### config.mk
export PLATFORM = sky130hd
export DESIGN_NAME = current_sense_window_averager_flat
export DESIGN_NICKNAME = d
export VERILOG_FILES = /design/src/sv/cswa_pkg.sv /design/src/sv/cswa_req_if.sv /design/src/sv/cswa_rsp_if.sv /design/src/sv/cswa_csr.sv /design/src/sv/cswa_ctrl.sv /design/src/sv/cswa_dp.sv /design/src/sv/current_sense_window_averager.sv /design/src/flat_wrapper.sv
export SDC_FILE = /design/constraint.sdc
export NUM_CORES = 2
export LEC_CHECK = 0
export BUFFER_PORTS_ARGS = -buffer_cell sky130_fd_sc_hd__buf_2
export CELL_PAD_IN_SITES_DETAIL_PLACEMENT = 1
export CELL_PAD_IN_SITES_GLOBAL_PLACEMENT = 2
export CORE_MARGIN = 5
export CORE_UTILIZATION = 41
export DETAILED_ROUTE_END_ITERATION = 8
export PLACE_DENSITY_LB_ADDON = 0.15
export SLEW_MARGIN = 10
export SYNTH_ARGS = -nofsm -noshare
export SYNTH_HDL_FRONTEND = slang
export SYNTH_HIERARCHICAL = 1
export SYNTH_SLANG_ARGS = --single-unit
### constraint.sdc
create_clock -name clock -period 9.8 [get_ports clock]
set_clock_uncertainty 0.1 [all_clocks]
set_input_delay 0.98 -clock clock [delete_from_list [all_inputs] [get_ports clock]]
set_output_delay 0.98 -clock clock [all_outputs]
set_load 0.05 [all_outputs]
### src/sv/cswa_pkg.sv
// -----------------------------------------------------------------------------
// cswa_pkg
// Shared widths, register map, control types and command/status bundles for
// the current-sense window averager.
// -----------------------------------------------------------------------------
`default_nettype none

package cswa_pkg;

   // Field widths
   localparam int SMP_W      = 12;
   localparam int AVG_W      = 11;
   localparam int VDDA_W     = 12;
   localparam int GAIN_W     = 16;
   localparam int OHMS_W     = 16;
   localparam int MA_W       = 16;
   localparam int PROD_W     = SMP_W + MA_W;

   // Window length compare width (holds window lengths up to 8191)
   localparam int LEN_W      = 13;

   // Shared divider
   localparam int DIV_W      = 32;
   localparam int DIV_CNT_W  = $clog2(DIV_W);

   // Register port
   localparam int ADDR_W     = 5;
   localparam int DATA_W     = 32;
   localparam int IDX_W      = 3;

   // Full-scale numerator scale: millivolts to milliamps through microamps
   localparam logic [DIV_W-1:0] FS_SCALE = 32'd1000000;

   // Register reset values
   localparam logic [AVG_W-1:0]  RST_AVG_COUNT     = 11'd16;
   localparam logic [SMP_W-1:0]  RST_SAT_THRESHOLD = 12'd4000;
   localparam logic              RST_CAL_MODE      = 1'b0;
   localparam logic [VDDA_W-1:0] RST_VDDA_MV       = 12'd3300;
   localparam logic [GAIN_W-1:0] RST_GAIN          = 16'd1000;
   localparam logic [OHMS_W-1:0] RST_OHMS          = 16'd1000;

   // Register indexes
   typedef enum logic [IDX_W-1:0] {
      REG_AVG_COUNT     = 3'd0,
      REG_SAT_THRESHOLD = 3'd1,
      REG_CAL_MODE      = 3'd2,
      REG_VDDA_MV       = 3'd3,
      REG_GAIN          = 3'd4,
      REG_SENSE_OHMS    = 3'd5
   } cswa_reg_type;

   typedef struct packed {
      logic [AVG_W-1:0]  avg_count;
      logic [SMP_W-1:0]  sat_threshold;
      logic              calibrate_mode;
      logic [VDDA_W-1:0] vdda_mv;
      logic [GAIN_W-1:0] gain_ua_per_a;
      logic [OHMS_W-1:0] sense_ohms;
   } cswa_cfg_type;

   typedef enum logic [2:0] {
      ST_IDLE,
      ST_CHECK,
      ST_DIV_MEAN,
      ST_MEAN,
      ST_DIV_FS,
      ST_SCALE,
      ST_EMIT
   } cswa_state_type;

   // Controller to datapath
   typedef struct packed {
      logic take;
      logic mean_start;
      logic div_step;
      logic latch_mean;
      logic fs_load;
      logic scale;
      logic emit;
   } cswa_cmd_type;

   // Datapath to controller
   typedef struct packed {
      logic window_full;
      logic div_last;
      logic out_free;
   } cswa_status_type;

endpackage

`default_nettype wire

### src/sv/cswa_req_if.sv
// -----------------------------------------------------------------------------
// cswa_req_if
// Sample channel: valid/ready handshake carrying one raw ADC sample.
// -----------------------------------------------------------------------------
`default_nettype none

interface cswa_req_if;
   import cswa_pkg::*;

   logic             valid;
   logic             ready;
   logic [SMP_W-1:0] sample;

   modport source (output valid, output sample, input ready);
   modport sink   (input valid, input sample, output ready);
endinterface

`default_nettype wire

### src/sv/cswa_rsp_if.sv
// -----------------------------------------------------------------------------
// cswa_rsp_if
// Result channel: valid/ready handshake carrying one window result.
// -----------------------------------------------------------------------------
`default_nettype none

interface cswa_rsp_if;
   import cswa_pkg::*;

   logic             valid;
   logic             ready;
   logic [SMP_W-1:0] mean_counts;
   logic [MA_W-1:0]  current_ma;
   logic             saturated;
   logic             was_calibration;

   modport source (output valid, output mean_counts, output current_ma,
                   output saturated, output was_calibration, input ready);
   modport sink   (input valid, input mean_counts, input current_ma,
                   input saturated, input was_calibration, output ready);
endinterface

`default_nettype wire

### src/sv/cswa_csr.sv
// -----------------------------------------------------------------------------
// cswa_csr
// APB-style configuration registers with zero-wait-state reads and writes.
// -----------------------------------------------------------------------------
`default_nettype none

module cswa_csr
   import cswa_pkg::*;
(
   input  wire logic              clock,
   input  wire logic              reset,
   input  wire logic              psel,
   input  wire logic              penable,
   input  wire logic              pwrite,
   input  wire logic [ADDR_W-1:0] paddr,
   input  wire logic [DATA_W-1:0] pwdata,
   output logic      [DATA_W-1:0] prdata,
   output logic                   pready,
   output cswa_cfg_type           cfg
);

   cswa_cfg_type cfg_ff;
   cswa_reg_type reg_idx;
   logic         wr_en;

   assign pready  = 1'b1;
   assign wr_en   = psel & penable & pwrite;
   assign reg_idx = cswa_reg_type'(paddr[ADDR_W-1:2]);
   assign cfg     = cfg_ff;

   // Write transfer updates the addressed register; unused slots drop the data
   always_ff @(posedge clock) begin
      if (reset) begin
         cfg_ff.avg_count      <= RST_AVG_COUNT;
         cfg_ff.sat_threshold  <= RST_SAT_THRESHOLD;
         cfg_ff.calibrate_mode <= RST_CAL_MODE;
         cfg_ff.vdda_mv        <= RST_VDDA_MV;
         cfg_ff.gain_ua_per_a  <= RST_GAIN;
         cfg_ff.sense_ohms     <= RST_OHMS;
      end else if (wr_en) begin
         case (reg_idx)
            REG_AVG_COUNT:     cfg_ff.avg_count      <= pwdata[AVG_W-1:0];
            REG_SAT_THRESHOLD: cfg_ff.sat_threshold  <= pwdata[SMP_W-1:0];
            REG_CAL_MODE:      cfg_ff.calibrate_mode <= pwdata[0];
            REG_VDDA_MV:       cfg_ff.vdda_mv        <= pwdata[VDDA_W-1:0];
            REG_GAIN:          cfg_ff.gain_ua_per_a  <= pwdata[GAIN_W-1:0];
            REG_SENSE_OHMS:    cfg_ff.sense_ohms     <= pwdata[OHMS_W-1:0];
            default: ;
         endcase
      end
   end

   // Read back the addressed register, zero-extended
   always_comb begin
      case (reg_idx)
         REG_AVG_COUNT:     prdata = DATA_W'(cfg_ff.avg_count);
         REG_SAT_THRESHOLD: prdata = DATA_W'(cfg_ff.sat_threshold);
         REG_CAL_MODE:      prdata = DATA_W'(cfg_ff.calibrate_mode);
         REG_VDDA_MV:       prdata = DATA_W'(cfg_ff.vdda_mv);
         REG_GAIN:          prdata = DATA_W'(cfg_ff.gain_ua_per_a);
         REG_SENSE_OHMS:    prdata = DATA_W'(cfg_ff.sense_ohms);
         default:           prdata = '0;
      endcase
   end

endmodule

`default_nettype wire

### src/sv/cswa_ctrl.sv
// -----------------------------------------------------------------------------
// cswa_ctrl
// Sequencer: accepts a sample, checks for the end of the window, then runs the
// mean division and, outside calibrate mode, the full-scale division and the
// scaling multiply, then the result transfer.
// -----------------------------------------------------------------------------
`default_nettype none

module cswa_ctrl
   import cswa_pkg::*;
(
   input  wire logic            clock,
   input  wire logic            reset,
   input  wire logic            req_valid,
   input  wire logic            calibrate,
   input  wire cswa_status_type status,
   output logic                 req_ready,
   output cswa_cmd_type         cmd
);

   cswa_state_type state_ff;
   cswa_state_type state_in;

   // State register
   always_ff @(posedge clock) begin
      if (reset) begin
         state_ff <= ST_IDLE;
      end else begin
         state_ff <= state_in;
      end
   end

   // Next state and commands
   always_comb begin
      state_in  = state_ff;
      req_ready = 1'b0;
      cmd       = '0;
      case (state_ff)
         ST_IDLE: begin
            req_ready = 1'b1;
            if (req_valid) begin
               cmd.take = 1'b1;
               state_in = ST_CHECK;
            end
         end
         ST_CHECK: begin
            if (status.window_full) begin
               cmd.mean_start = 1'b1;
               state_in       = ST_DIV_MEAN;
            end else begin
               state_in = ST_IDLE;
            end
         end
         ST_DIV_MEAN: begin
            cmd.div_step = 1'b1;
            if (status.div_last) begin
               state_in = ST_MEAN;
            end
         end
         ST_MEAN: begin
            cmd.latch_mean = 1'b1;
            if (calibrate) begin
               state_in = ST_EMIT;
            end else begin
               cmd.fs_load = 1'b1;
               state_in    = ST_DIV_FS;
            end
         end
         ST_DIV_FS: begin
            cmd.div_step = 1'b1;
            if (status.div_last) begin
               state_in = ST_SCALE;
            end
         end
         ST_SCALE: begin
            cmd.scale = 1'b1;
            state_in  = ST_EMIT;
         end
         ST_EMIT: begin
            // Hold until the output register is free
            if (status.out_free) begin
               cmd.emit = 1'b1;
               state_in = ST_IDLE;
            end
         end
         default: begin
            state_in = ST_IDLE;
         end
      endcase
   end

endmodule

`default_nettype wire

### src/sv/cswa_dp.sv
// -----------------------------------------------------------------------------
// cswa_dp
// Datapath: window accumulator, saturation latch, zero offset, shared
// radix-2 restoring divider, scaling multiplier and result register.
// -----------------------------------------------------------------------------
`default_nettype none

module cswa_dp
   import cswa_pkg::*;
#(
   parameter int MAX_WINDOW = 1024,
   parameter int CAL_WINDOW = 256
)(
   input  wire logic             clock,
   input  wire logic             reset,
   input  wire cswa_cfg_type     cfg,
   input  wire cswa_cmd_type     cmd,
   input  wire logic [SMP_W-1:0] sample,
   input  wire logic             rsp_ready,
   output cswa_status_type       status,
   output logic                  rsp_valid,
   output logic      [SMP_W-1:0] rsp_mean_counts,
   output logic      [MA_W-1:0]  rsp_current_ma,
   output logic                  rsp_saturated,
   output logic                  rsp_was_calibration
);

   localparam int WIN_MAX = (MAX_WINDOW > CAL_WINDOW) ? MAX_WINDOW : CAL_WINDOW;
   localparam int CNT_W   = $clog2(WIN_MAX + 1);
   localparam int SUM_W   = SMP_W + CNT_W;
   localparam logic [LEN_W-1:0] MAX_LEN = LEN_W'(MAX_WINDOW);
   localparam logic [LEN_W-1:0] CAL_LEN = LEN_W'(CAL_WINDOW);
   localparam logic [LEN_W-1:0] ONE_LEN = LEN_W'(1);

   // Window state
   logic [SUM_W-1:0]     sum_ff;
   logic [CNT_W-1:0]     count_ff;
   logic                 sat_ff;
   logic [SMP_W-1:0]     offset_ff;

   // Divider
   logic [DIV_W-1:0]     rem_ff;
   logic [DIV_W-1:0]     quo_ff;
   logic [DIV_W-1:0]     dvs_ff;
   logic [DIV_CNT_W-1:0] step_ff;
   logic [DIV_W:0]       shifted;
   logic [DIV_W+1:0]     diff;

   // Post-processing
   logic [SMP_W-1:0]     mean_ff;
   logic [PROD_W-1:0]    prod_ff;
   logic [SMP_W-1:0]     corr;
   logic [MA_W-1:0]      full_scale;

   // Result register
   logic                 out_valid_ff;
   logic [SMP_W-1:0]     out_mean_ff;
   logic [MA_W-1:0]      out_ma_ff;
   logic                 out_sat_ff;
   logic                 out_cal_ff;

   logic [LEN_W-1:0]     avg_len;
   logic [LEN_W-1:0]     avg_ext;
   logic [LEN_W-1:0]     win_len;

   // Window length: clamp avg_count to 1..MAX_WINDOW, fixed length when calibrating
   assign avg_ext = LEN_W'(cfg.avg_count);
   always_comb begin
      if (avg_ext == '0) begin
         avg_len = ONE_LEN;
      end else if (avg_ext > MAX_LEN) begin
         avg_len = MAX_LEN;
      end else begin
         avg_len = avg_ext;
      end
   end
   assign win_len = cfg.calibrate_mode ? CAL_LEN : avg_len;

   assign status.window_full = (LEN_W'(count_ff) >= win_len);
   assign status.div_last    = (step_ff == DIV_CNT_W'(DIV_W - 1));
   assign status.out_free    = !out_valid_ff || rsp_ready;

   // Accumulate samples; clear the window when its result is loaded for output
   always_ff @(posedge clock) begin
      if (reset) begin
         sum_ff    <= '0;
         count_ff  <= '0;
         sat_ff    <= 1'b0;
         offset_ff <= '0;
      end else begin
         if (cmd.take) begin
            sum_ff   <= sum_ff + SUM_W'(sample);
            count_ff <= count_ff + CNT_W'(1);
            if (sample >= cfg.sat_threshold) begin
               sat_ff <= 1'b1;
            end
         end else if (cmd.emit) begin
            sum_ff   <= '0;
            count_ff <= '0;
            sat_ff   <= 1'b0;
         end
         if (cmd.emit && cfg.calibrate_mode) begin
            offset_ff <= mean_ff;
         end
      end
   end

   // Restoring divider: one quotient bit per step
   assign shifted = {rem_ff, quo_ff[DIV_W-1]};
   assign diff    = {1'b0, shifted} - {2'b00, dvs_ff};

   always_ff @(posedge clock) begin
      if (cmd.mean_start) begin
         rem_ff  <= '0;
         quo_ff  <= DIV_W'(sum_ff);
         dvs_ff  <= DIV_W'(count_ff);
         step_ff <= '0;
      end else if (cmd.fs_load) begin
         rem_ff  <= '0;
         quo_ff  <= DIV_W'(DIV_W'(cfg.vdda_mv) * FS_SCALE);
         dvs_ff  <= DIV_W'(DIV_W'(cfg.gain_ua_per_a) * DIV_W'(cfg.sense_ohms));
         step_ff <= '0;
      end else if (cmd.div_step) begin
         step_ff <= step_ff + DIV_CNT_W'(1);
         if (!diff[DIV_W+1]) begin
            rem_ff <= diff[DIV_W-1:0];
            quo_ff <= {quo_ff[DIV_W-2:0], 1'b1};
         end else begin
            rem_ff <= shifted[DIV_W-1:0];
            quo_ff <= {quo_ff[DIV_W-2:0], 1'b0};
         end
      end
   end

   // Full scale: zero for a zero divisor, saturate to 16 bits
   always_comb begin
      if (dvs_ff == '0) begin
         full_scale = '0;
      end else if (|quo_ff[DIV_W-1:MA_W]) begin
         full_scale = '1;
      end else begin
         full_scale = quo_ff[MA_W-1:0];
      end
   end

   // Offset-corrected mean, floored at zero
   assign corr = (mean_ff > offset_ff) ? (mean_ff - offset_ff) : '0;

   // Latch the mean, then scale to milliamps
   always_ff @(posedge clock) begin
      if (cmd.latch_mean) begin
         mean_ff <= quo_ff[SMP_W-1:0];
      end
      if (cmd.scale) begin
         prod_ff <= PROD_W'(corr) * PROD_W'(full_scale);
      end
   end

   // Result register
   always_ff @(posedge clock) begin
      if (reset) begin
         out_valid_ff <= 1'b0;
      end else if (cmd.emit) begin
         out_valid_ff <= 1'b1;
      end else if (rsp_ready) begin
         out_valid_ff <= 1'b0;
      end
   end

   always_ff @(posedge clock) begin
      if (cmd.emit) begin
         if (cfg.calibrate_mode) begin
            out_mean_ff <= mean_ff;
            out_ma_ff   <= '0;
            out_sat_ff  <= 1'b0;
            out_cal_ff  <= 1'b1;
         end else begin
            out_mean_ff <= corr;
            out_ma_ff   <= prod_ff[PROD_W-1:SMP_W];
            out_sat_ff  <= sat_ff;
            out_cal_ff  <= 1'b0;
         end
      end
   end

   assign rsp_valid           = out_valid_ff;
   assign rsp_mean_counts     = out_mean_ff;
   assign rsp_current_ma      = out_ma_ff;
   assign rsp_saturated       = out_sat_ff;
   assign rsp_was_calibration = out_cal_ff;

endmodule

`default_nettype wire

### src/sv/current_sense_window_averager.sv
// -----------------------------------------------------------------------------
// current_sense_window_averager
// Boxcar averager for current-sense ADC samples with zero-offset calibration.
// -----------------------------------------------------------------------------
// Samples are summed over a window of avg_count samples (1..MAX_WINDOW) or,
// with calibrate_mode set, CAL_WINDOW samples; the window length and mode are
// checked after every sample, and one result leaves when the window closes.
// A sample that does not close a window is transferred and then checked
// against the window length. The closing sample then runs the shared
// 32-step radix-2 divider: one pass forms the mean and, in measure mode only,
// a second pass forms the full-scale factor vdda*1e6/(gain*ohms), followed by
// one scaling multiply. The result sits in an output register, so the next
// window fills while it waits; a second window end stalls only until that
// register frees. The user must write configuration through the APB port
// only while the block is idle; the block itself does not enforce this.
// -----------------------------------------------------------------------------
`default_nettype none

module current_sense_window_averager
   import cswa_pkg::*;
#(
   parameter int MAX_WINDOW = 1024,
   parameter int CAL_WINDOW = 256
)(
   input  wire logic              clock,
   input  wire logic              reset,
   cswa_req_if.sink               req_chan,
   cswa_rsp_if.source             rsp_chan,
   input  wire logic              psel,
   input  wire logic              penable,
   input  wire logic              pwrite,
   input  wire logic [ADDR_W-1:0] paddr,
   input  wire logic [DATA_W-1:0] pwdata,
   output logic      [DATA_W-1:0] prdata,
   output logic                   pready
);

   cswa_cfg_type    cfg;
   cswa_cmd_type    cmd;
   cswa_status_type status;
   logic            req_ready;
   logic            rsp_valid;
   logic [SMP_W-1:0] rsp_mean_counts;
   logic [MA_W-1:0]  rsp_current_ma;
   logic            rsp_saturated;
   logic            rsp_was_calibration;

   cswa_csr u_csr (
      .clock   (clock),
      .reset   (reset),
      .psel    (psel),
      .penable (penable),
      .pwrite  (pwrite),
      .paddr   (paddr),
      .pwdata  (pwdata),
      .prdata  (prdata),
      .pready  (pready),
      .cfg     (cfg)
   );

   cswa_ctrl u_ctrl (
      .clock     (clock),
      .reset     (reset),
      .req_valid (req_chan.valid),
      .calibrate (cfg.calibrate_mode),
      .status    (status),
      .req_ready (req_ready),
      .cmd       (cmd)
   );

   cswa_dp #(
      .MAX_WINDOW (MAX_WINDOW),
      .CAL_WINDOW (CAL_WINDOW)
   ) u_dp (
      .clock               (clock),
      .reset               (reset),
      .cfg                 (cfg),
      .cmd                 (cmd),
      .sample              (req_chan.sample),
      .rsp_ready           (rsp_chan.ready),
      .status              (status),
      .rsp_valid           (rsp_valid),
      .rsp_mean_counts     (rsp_mean_counts),
      .rsp_current_ma      (rsp_current_ma),
      .rsp_saturated       (rsp_saturated),
      .rsp_was_calibration (rsp_was_calibration)
   );

   // Drive the channel ports
   assign req_chan.ready           = req_ready;
   assign rsp_chan.valid           = rsp_valid;
   assign rsp_chan.mean_counts     = rsp_mean_counts;
   assign rsp_chan.current_ma      = rsp_current_ma;
   assign rsp_chan.saturated       = rsp_saturated;
   assign rsp_chan.was_calibration = rsp_was_calibration;

endmodule

`default_nettype wire

### src/flat_wrapper.sv
// flat-port wrapper written by rule: the top's interface ports become plain ports
module current_sense_window_averager_flat import cswa_pkg::*;
#(
   parameter int MAX_WINDOW = 1024,
   parameter int CAL_WINDOW = 256
)
  (clock, reset, psel, penable, pwrite, paddr, pwdata, prdata, pready, req_chan_valid, req_chan_sample, req_chan_ready, rsp_chan_valid, rsp_chan_mean_counts, rsp_chan_current_ma, rsp_chan_saturated, rsp_chan_was_calibration, rsp_chan_ready);
  cswa_req_if req_chan_i ();
  cswa_rsp_if rsp_chan_i ();
  input  wire logic clock;
  input  wire logic reset;
  input  wire logic psel;
  input  wire logic penable;
  input  wire logic pwrite;
  input  wire logic [ADDR_W-1:0] paddr;
  input  wire logic [DATA_W-1:0] pwdata;
  output logic      [DATA_W-1:0] prdata;
  output logic pready;
  input wire logic [$bits(req_chan_i.valid)-1:0] req_chan_valid;
  input wire logic [$bits(req_chan_i.sample)-1:0] req_chan_sample;
  output wire logic [$bits(req_chan_i.ready)-1:0] req_chan_ready;
  output wire logic [$bits(rsp_chan_i.valid)-1:0] rsp_chan_valid;
  output wire logic [$bits(rsp_chan_i.mean_counts)-1:0] rsp_chan_mean_counts;
  output wire logic [$bits(rsp_chan_i.current_ma)-1:0] rsp_chan_current_ma;
  output wire logic [$bits(rsp_chan_i.saturated)-1:0] rsp_chan_saturated;
  output wire logic [$bits(rsp_chan_i.was_calibration)-1:0] rsp_chan_was_calibration;
  input wire logic [$bits(rsp_chan_i.ready)-1:0] rsp_chan_ready;
  assign req_chan_i.valid = req_chan_valid;
  assign req_chan_i.sample = req_chan_sample;
  assign req_chan_ready = req_chan_i.ready;
  assign rsp_chan_valid = rsp_chan_i.valid;
  assign rsp_chan_mean_counts = rsp_chan_i.mean_counts;
  assign rsp_chan_current_ma = rsp_chan_i.current_ma;
  assign rsp_chan_saturated = rsp_chan_i.saturated;
  assign rsp_chan_was_calibration = rsp_chan_i.was_calibration;
  assign rsp_chan_i.ready = rsp_chan_ready;
  current_sense_window_averager #(.MAX_WINDOW(MAX_WINDOW), .CAL_WINDOW(CAL_WINDOW)) u_core (.clock(clock), .reset(reset), .req_chan(req_chan_i), .rsp_chan(rsp_chan_i), .psel(psel), .penable(penable), .pwrite(pwrite), .paddr(paddr), .pwdata(pwdata), .prdata(prdata), .pready(pready));
endmodule
**Word level (Yosys, flattened, before mapping)**

Cells that the tools add are included.

- Bits in writable memories: 0
- Latch bits: 0
- Output and inout bits: 65
- Flip-flop bits (word level): 290
- Word-level logic and storage cells: 121
- Input bits: 56
- Bits in read-only memories: 0
- Memories kept: 0

- Multiply operators: 3
- Magnitude comparators: 4
- Bitwise operators: 2
- Divide/modulo/power cells: 0
- Reduce and logical (&&, ||, !) cells: 23
- $add $sub $neg: 5
- Mux-type cells: 43
- Shift operators: 0
- Eq/ne operators: 17

Operators with widths:

| cell | number |
|---|---|
| 2-to-1 mux 32 bit | 3 |
| one-hot mux 16 bit (6 select lines) | 1 |
| 2-to-1 mux 23 bit | 3 |
| 2-to-1 mux 11 bit | 6 |
| subtractor 33 x 32 -> 34 bit | 1 |
| zero test 32 bit | 1 |
| multiplier 16 x 16 -> 32 bit | 1 |
| 2-to-1 mux 16 bit | 2 |
| multiplier 12 x 16 -> 28 bit | 1 |
| multiplier 12 x 14 -> 26 bit, second input constant | 1 |
| 2-to-1 mux 12 bit | 2 |
| adder 23 x 12 -> 23 bit | 1 |
| one-hot mux 3 bit (7 select lines) | 1 |
| 2-to-1 mux 1 bit | 17 |
| OR reduction 16 bit | 1 |
| == test 3 bit, second input constant | 5 |
| AND reduction 2 bit | 7 |
| greater-or-equal comparator 11 x 13 -> 1 bit | 1 |
| zero test 13 bit | 1 |
| 2-to-1 mux 13 bit | 1 |
| == test 3 x 2 -> 1 bit, second input constant | 4 |
| greater-or-equal comparator 12 bit | 1 |
| > comparator 12 bit | 1 |
| 2-to-1 mux 3 bit | 4 |
| other kinds (18) | 30 |

**Longest topological paths before layout**

- Depth after elaboration: 8
- Mapped depth: 34
- Gate-level depth less buffers: 33

**Hierarchy**

Netlist, hierarchy kept.

By module, submodules not included:

| module | instances | area each (um^2) | sequential area each (um^2) | cells each |
|---|---|---|---|---|
| cswa_dp | 1 | 28154.5 | 5064.9 | 3153 |
| cswa_csr | 1 | 3390.8 | 1361.3 | 382 |
| cswa_ctrl | 1 | 250.2 | 60.1 | 31 |

**Worst setup path before layout**

Ideal clock, no wire load.

- Path kind: reg2reg
- From: register u_core.u_dp.mean_ff[0]
- To: register u_core.u_dp.prod_ff[27] (data pin)
- Cell stages (with the launch flop): 28
- Clock period less this slack: 7.431 ns
- Data required time: 9.440 ns
- Arrival: 7.071 ns
- Path buffers: 1
- Setup time: 0.260 ns
- Slack: 2.369 ns
- Cells stage by stage: edfxtp_1 -> inv_1 -> ha_1 -> fa_1 -> nor2b_1 -> o31a_1 -> o21ai_1 -> nor2_1 -> o21ai_1 -> a211oi_1 -> clkbuf_1 -> nand2_1 -> fa_1 -> fa_1 -> inv_1 -> fa_1 -> fa_1 -> fa_1 -> ha_1 -> a2111oi_0 -> o21ai_0 -> nor2b_1 -> o2111ai_2 -> o21ai_2 -> a41o_1 -> o41a_1 -> a21oi_2 -> xnor2_1

- Word-level cells in the longest chain between the ends: 3
- Elaborated cells between the ends (all ways): 4
- Those cells by class: 1 x add/sub; 1 x mul; 1 x order compare; 1 x mux

Ends and longest elaborated chain:

| item | line | source |
|---|---|---|
| start, declared | cswa_dp.sv:50 | `logic [SMP_W-1:0] mean_ff;` |
| start signal, assigned | cswa_dp.sv:152 | `mean_ff <= quo_ff[SMP_W-1:0];` |
| subtractor 12 bit or > comparator 12 bit (tied branches) | cswa_dp.sv:147 | `assign corr = (mean_ff > offset_ff) ? (mean_ff - offset_ff) : '0;` |
| 2-to-1 mux 12 bit * | cswa_dp.sv:147 |  |
| multiplier 12 x 16 -> 28 bit * | cswa_dp.sv:155 | `prod_ff <= PROD_W'(corr) * PROD_W'(full_scale);` |
| end signal, assigned | cswa_dp.sv:155 |  |
| end, declared | cswa_dp.sv:51 | `logic [PROD_W-1:0] prod_ff;` |

Mark *: on every way between the ends. The rest lies on a longest branch, timed or not.
A chain may end at the register's enable or synchronous reset.

**Worst setup path after layout**

Ends and elaborated chain as after synthesis.

==> metrics.md <==
| Metric | Value |
|---|---|
| Die ar. | about 83000 µm² |
| WL/cell | 20.2 µm |
| Part of the Yosys area used for sequential elements | 0.204 |
| Post-route DRC | 0 |
| Pins Over Slew Limit | 0 |
| Combinational family with the most area after synthesis | adder cells |
| Worst-path clk slew | 0.06 ns |
| Cell Pwr Density | 145 nW/µm² |
| RePlAce Congestion | 0.858 |
| Die H | 288 µm |
| Crit Path Max Fanout | 15 |
| Pre-antenna DRT Iters | 5 |
| Slowest CP cell | nor2b_1 |
| Mapped Area | around 32000 µm² |
| Worst Setup Path Type | flop to flop |
| Sink Count | between 200 and 300 |
| Max H-tree Level | 2 |
| Complex-gate fraction of the synthesized area | 0.110 |
| Mean Syn Cell Area | between 8 and 9 µm² |
| #FFs+latches synth | 278 |
| R2R cell count | 29 |
| Routed WL | 93800 µm |
| Worst Hold Slack | 0.358 ns |
| Reg area | 6490 µm² |
| Num ports | 121 |
| Crit path depth | 29 |
| Area Overhead vs Synth | 8.09% |
| Post-route antenna net violation count | 0 |
| Clk buf depth | 3 |
| Worst setup EP type | flop |
| CP startpoint kind | flop |
| Vias in the first global route | 27300 |
| Worst EP required | 9.99 ns |
| Worst path top cell family by delay | adder cells |
| CP Buf/Inv Count | 4 |
| Via count | about 25000 |
| Post-synth top flop | dfxtp_1 |
| # setup viols final | 0 |
| Filler instances | 8991 |
| Synthesized instance count | approximately 3600 |
| Initial DRC count | 1088 |
| Nets | 4336 |
| FMAX | 114 MHz |
| Hold-fix buffers at CTS | 0 |
| Status | completed |
| Worst r2r src | u_core/u_dp/mean_ff[0] |
| Max-slew headroom | 0.228 |
| Row count | slightly above 100 |
| Gr usage total | 0.227 |
| First-pass GRT wire length | 152000 µm |
| Cell mode on critical path | fa_1 |
| Later-pin clock latency in the skew report | 0.55 ns |
| Leak | 16.3 nW |
| Initial Util | 0.412 |
| CTS Root Cell | clkbuf_16 |
| Post-CTS Setup Inserts | 0 |
| Layout cell share with drive strength beyond 1 | 0.0647 |
| Synth warnings | 6 |
| Peak VDD IR | around 110 µV |
| Critical Path AT | 8.94 ns |
| Minimum clock period | 8.75 ns |
| CTS Buf Count | 36 |
| Endpoint, Worst Hold | u_core/u_dp/offset_ff[4] |
| Hold Crit Depth | 2 |
| Via/cell ratio | approximately 5.3 |
| Post-synthesis mux area share | 0.0408 |
| RSZ-0062 raised after global routing | no |
| Hold_sp | u_core/u_dp/offset_ff[4] |
| # port buffers | 85 |
| Worst min-delay path category | flop to flop |
| Post-synth cell types | 96 |
| Slowest stage delay, CP | roughly 0.7 ns |
| XOR/XNOR Fraction of Synth Area | 0.0303 |
| Largest net degree at the start of global routing | about 110 |
| Worst-margin pin slew | 1.16 ns |
| Remaining Overflow, GRT | 0 |
| Footprint of the multi-input gates | 22700 µm² |
| Post-route clock period utilization | 0.893 |
| CTS-repair resized insts | 0 |
| R2R Setup Slk | ~1.1 ns |
| Synth Area in Adders | 0.364 |
| Max-cap violations | 0 |
| Setup TNS | 0 ns |
| Detail Placement HPWL | 73600 µm |
| Initial antenna violation count | 1 |
| Core Box Area | 77200 µm² |
| Synth async-reset ratio | 0 |
| Post-Synth Simple-Gate Area | 0.166 |
| Worst R2R End | u_core/u_dp/prod_ff[27] |
| Die Wd | 288 µm |
| EDFF count, synth | 92 |
| CTS tree | built |
| Hold Vio Cnt, Final | 0 |
## through the flow
stage / util / std cells / worst slack [ns] / power [W] / cell area (µm²)
6_report: 0.445 / 4644 / 1.05 / 0.00498 / 34400
2_1_floorplan: - / 3581 / 2.37 / 0.00316 / 31900
4_1_cts: 0.445 / 4643 / 1.02 / 0.00504 / 34400
3_5_place_dp: 0.429 / 4580 / 1.06 / 0.00366 / 33200
5_1_grt: 0.445 / 4643 / 0.547 / 0.00535 / 34400
3_3_place_gp: 0.429 / 4580 / 1.28 / 0.00356 / 33200
## routing by layer
metal / global-route usage / vias up / part of all wire
li1: - / 11700 / -
met1: 0.313 / 12600 / 0.47
met2: 0.388 / 346 / 0.48
met3: 0.0264 / 100 / 0.028
met4: 0.0464 / 0 / 0.020
met5: 0 / - / 0
## cell usage in the layout, fill, tap and decap left out, drive strengths merged, types with 48 or more instances in the layout
master / instances
a21o: 50
a21oi: 142
and2: 109
buf: 121
clkbuf: 54
dfxtp: 186
edfxtp: 92
fa: 371
ha: 331
inv: 529
mux2i: 107
nand2: 418
nand2b: 63
nand3: 48
nor2: 247
nor2b: 67
o21ai: 167
xnor2: 74
## registers in the layout, summed over array words and instances (netlist names)
register,count
u_core/u_dp/count_ff,11
u_core/u_dp/rsp_was_calibration,1
u_core/u_ctrl/state_ff,3
u_core/u_dp/sum_ff,23
u_core/u_dp/prod_ff,16
u_core/u_dp/quo_ff,32
u_core/u_dp/rsp_saturated,1
u_core/u_dp/rem_ff,32
u_core/u_dp/dvs_ff,32
u_core/u_dp/offset_ff,12
u_core/u_dp/step_ff,5
u_core/u_dp/sat_ff,1
u_core/u_dp/rsp_mean_counts,12
u_core/u_dp/mean_ff,12
u_core/u_dp/rsp_current_ma,16
u_core/u_csr/cfg,68
u_core/u_dp/rsp_valid,1
## worst reg2reg max path, delay by kind of cell, from the launching register on
| family | cells | cell delay (ns) |
|---|---|---|
| flops | 1 | 0.35 |
| xor+xnor | 1 | 0.12 |
| buf+inv | 4 | 0.62 |
| fa+ha+maj | 8 | 3.44 |
| compound gates | 10 | 2.37 |
| simple gates | 6 | 1.52 |
## cell type report
type | count | share of cell area
multi-input combinational | 2614 | 0.660
sequential | 278 | 0.189
inverter | 527 | 0.0576
tap | 1040 | 0.0379
clock buffer | 54 | 0.0324
timing repair buffer | 121 | 0.0203
clock inverter | 9 | 0.00262
antenna | 1 | 0.0000728
## cells in the mapped netlist, types with 6 or more instances
master / count / area share
inv_1: 527 / 0.062
nand2_1: 418 / 0.049
fa_1: 371 / 0.23
ha_1: 331 / 0.13
nor2_1: 245 / 0.029
dfxtp_1: 186 / 0.12
a21oi_1: 139 / 0.022
o21ai_0: 126 / 0.020
clkbuf_1: 116 / 0.014
and2_1: 109 / 0.021
mux2i_1: 107 / 0.034
edfxtp_1: 92 / 0.087
xnor2_1: 74 / 0.020
nor2b_1: 67 / 0.013
nand2b_1: 63 / 0.012
a21o_1: 50 / 0.012
nand3_1: 48 / 0.0076
o21ai_1: 40 / 0.0063
xor2_1: 36 / 0.0099
nor3_1: 34 / 0.0054
a211oi_1: 28 / 0.0066
and3_1: 23 / 0.0045
a22oi_1: 22 / 0.0052
buf_4: 22 / 0.0052
nand4_1: 21 / 0.0041
o21a_1: 19 / 0.0045
nor4_1: 18 / 0.0035
or3_1: 17 / 0.0033
mux2_2: 16 / 0.0057
o22ai_1: 14 / 0.0028
a31oi_1: 13 / 0.0026
buf_2: 13 / 0.0020
o31ai_1: 11 / 0.0026
o211ai_1: 9 / 0.0021
buf_1: 8 / 0.00094
nand4b_1: 8 / 0.0022
a211o_1: 7 / 0.0019
o21bai_1: 7 / 0.0017
or2_2: 7 / 0.0014
nor3b_1: 6 / 0.0014
## power by group
| part | leakage [nW] | switching (W) | total (W) | internal [W] |
|---|---|---|---|---|
| combinational | 13.3 | 0.00122 | 0.00215 | 0.000926 |
| sequential | 2.35 | 0.000133 | 0.00148 | 0.00135 |
| clock | 0.590 | 0.000537 | 0.00135 | 0.000812 |
| total | 16.3 | 0.00189 | 0.00498 | 0.00308 |
## cell families (layout without fill, tap and decap cells)
kind of cell    after synthesis  after routing
compound gates              549            549
fa+ha+maj                   702            702
mux                         126            126
other cells                   2             18
flops                       278            278
xor+xnor                    110            110
buf+inv                     689            711
simple gates               1110           1110
## how the worst max path moves through the flow
stage                            from  slack [ns]                       to
6_report       u_core/u_dp/mean_ff[0]        1.05  u_core/u_dp/prod_ff[27]
5_1_grt        u_core/u_dp/mean_ff[0]        0.55  u_core/u_dp/prod_ff[27]
4_1_cts        u_core/u_dp/mean_ff[0]        1.02  u_core/u_dp/prod_ff[27]
3_5_place_dp   u_core/u_dp/mean_ff[0]        1.06  u_core/u_dp/prod_ff[27]
3_3_place_gp   u_core/u_dp/mean_ff[0]        1.28  u_core/u_dp/prod_ff[27]
2_1_floorplan  u_core/u_dp/mean_ff[0]        2.37  u_core/u_dp/prod_ff[27]
(Power assumes the default switching activity.)
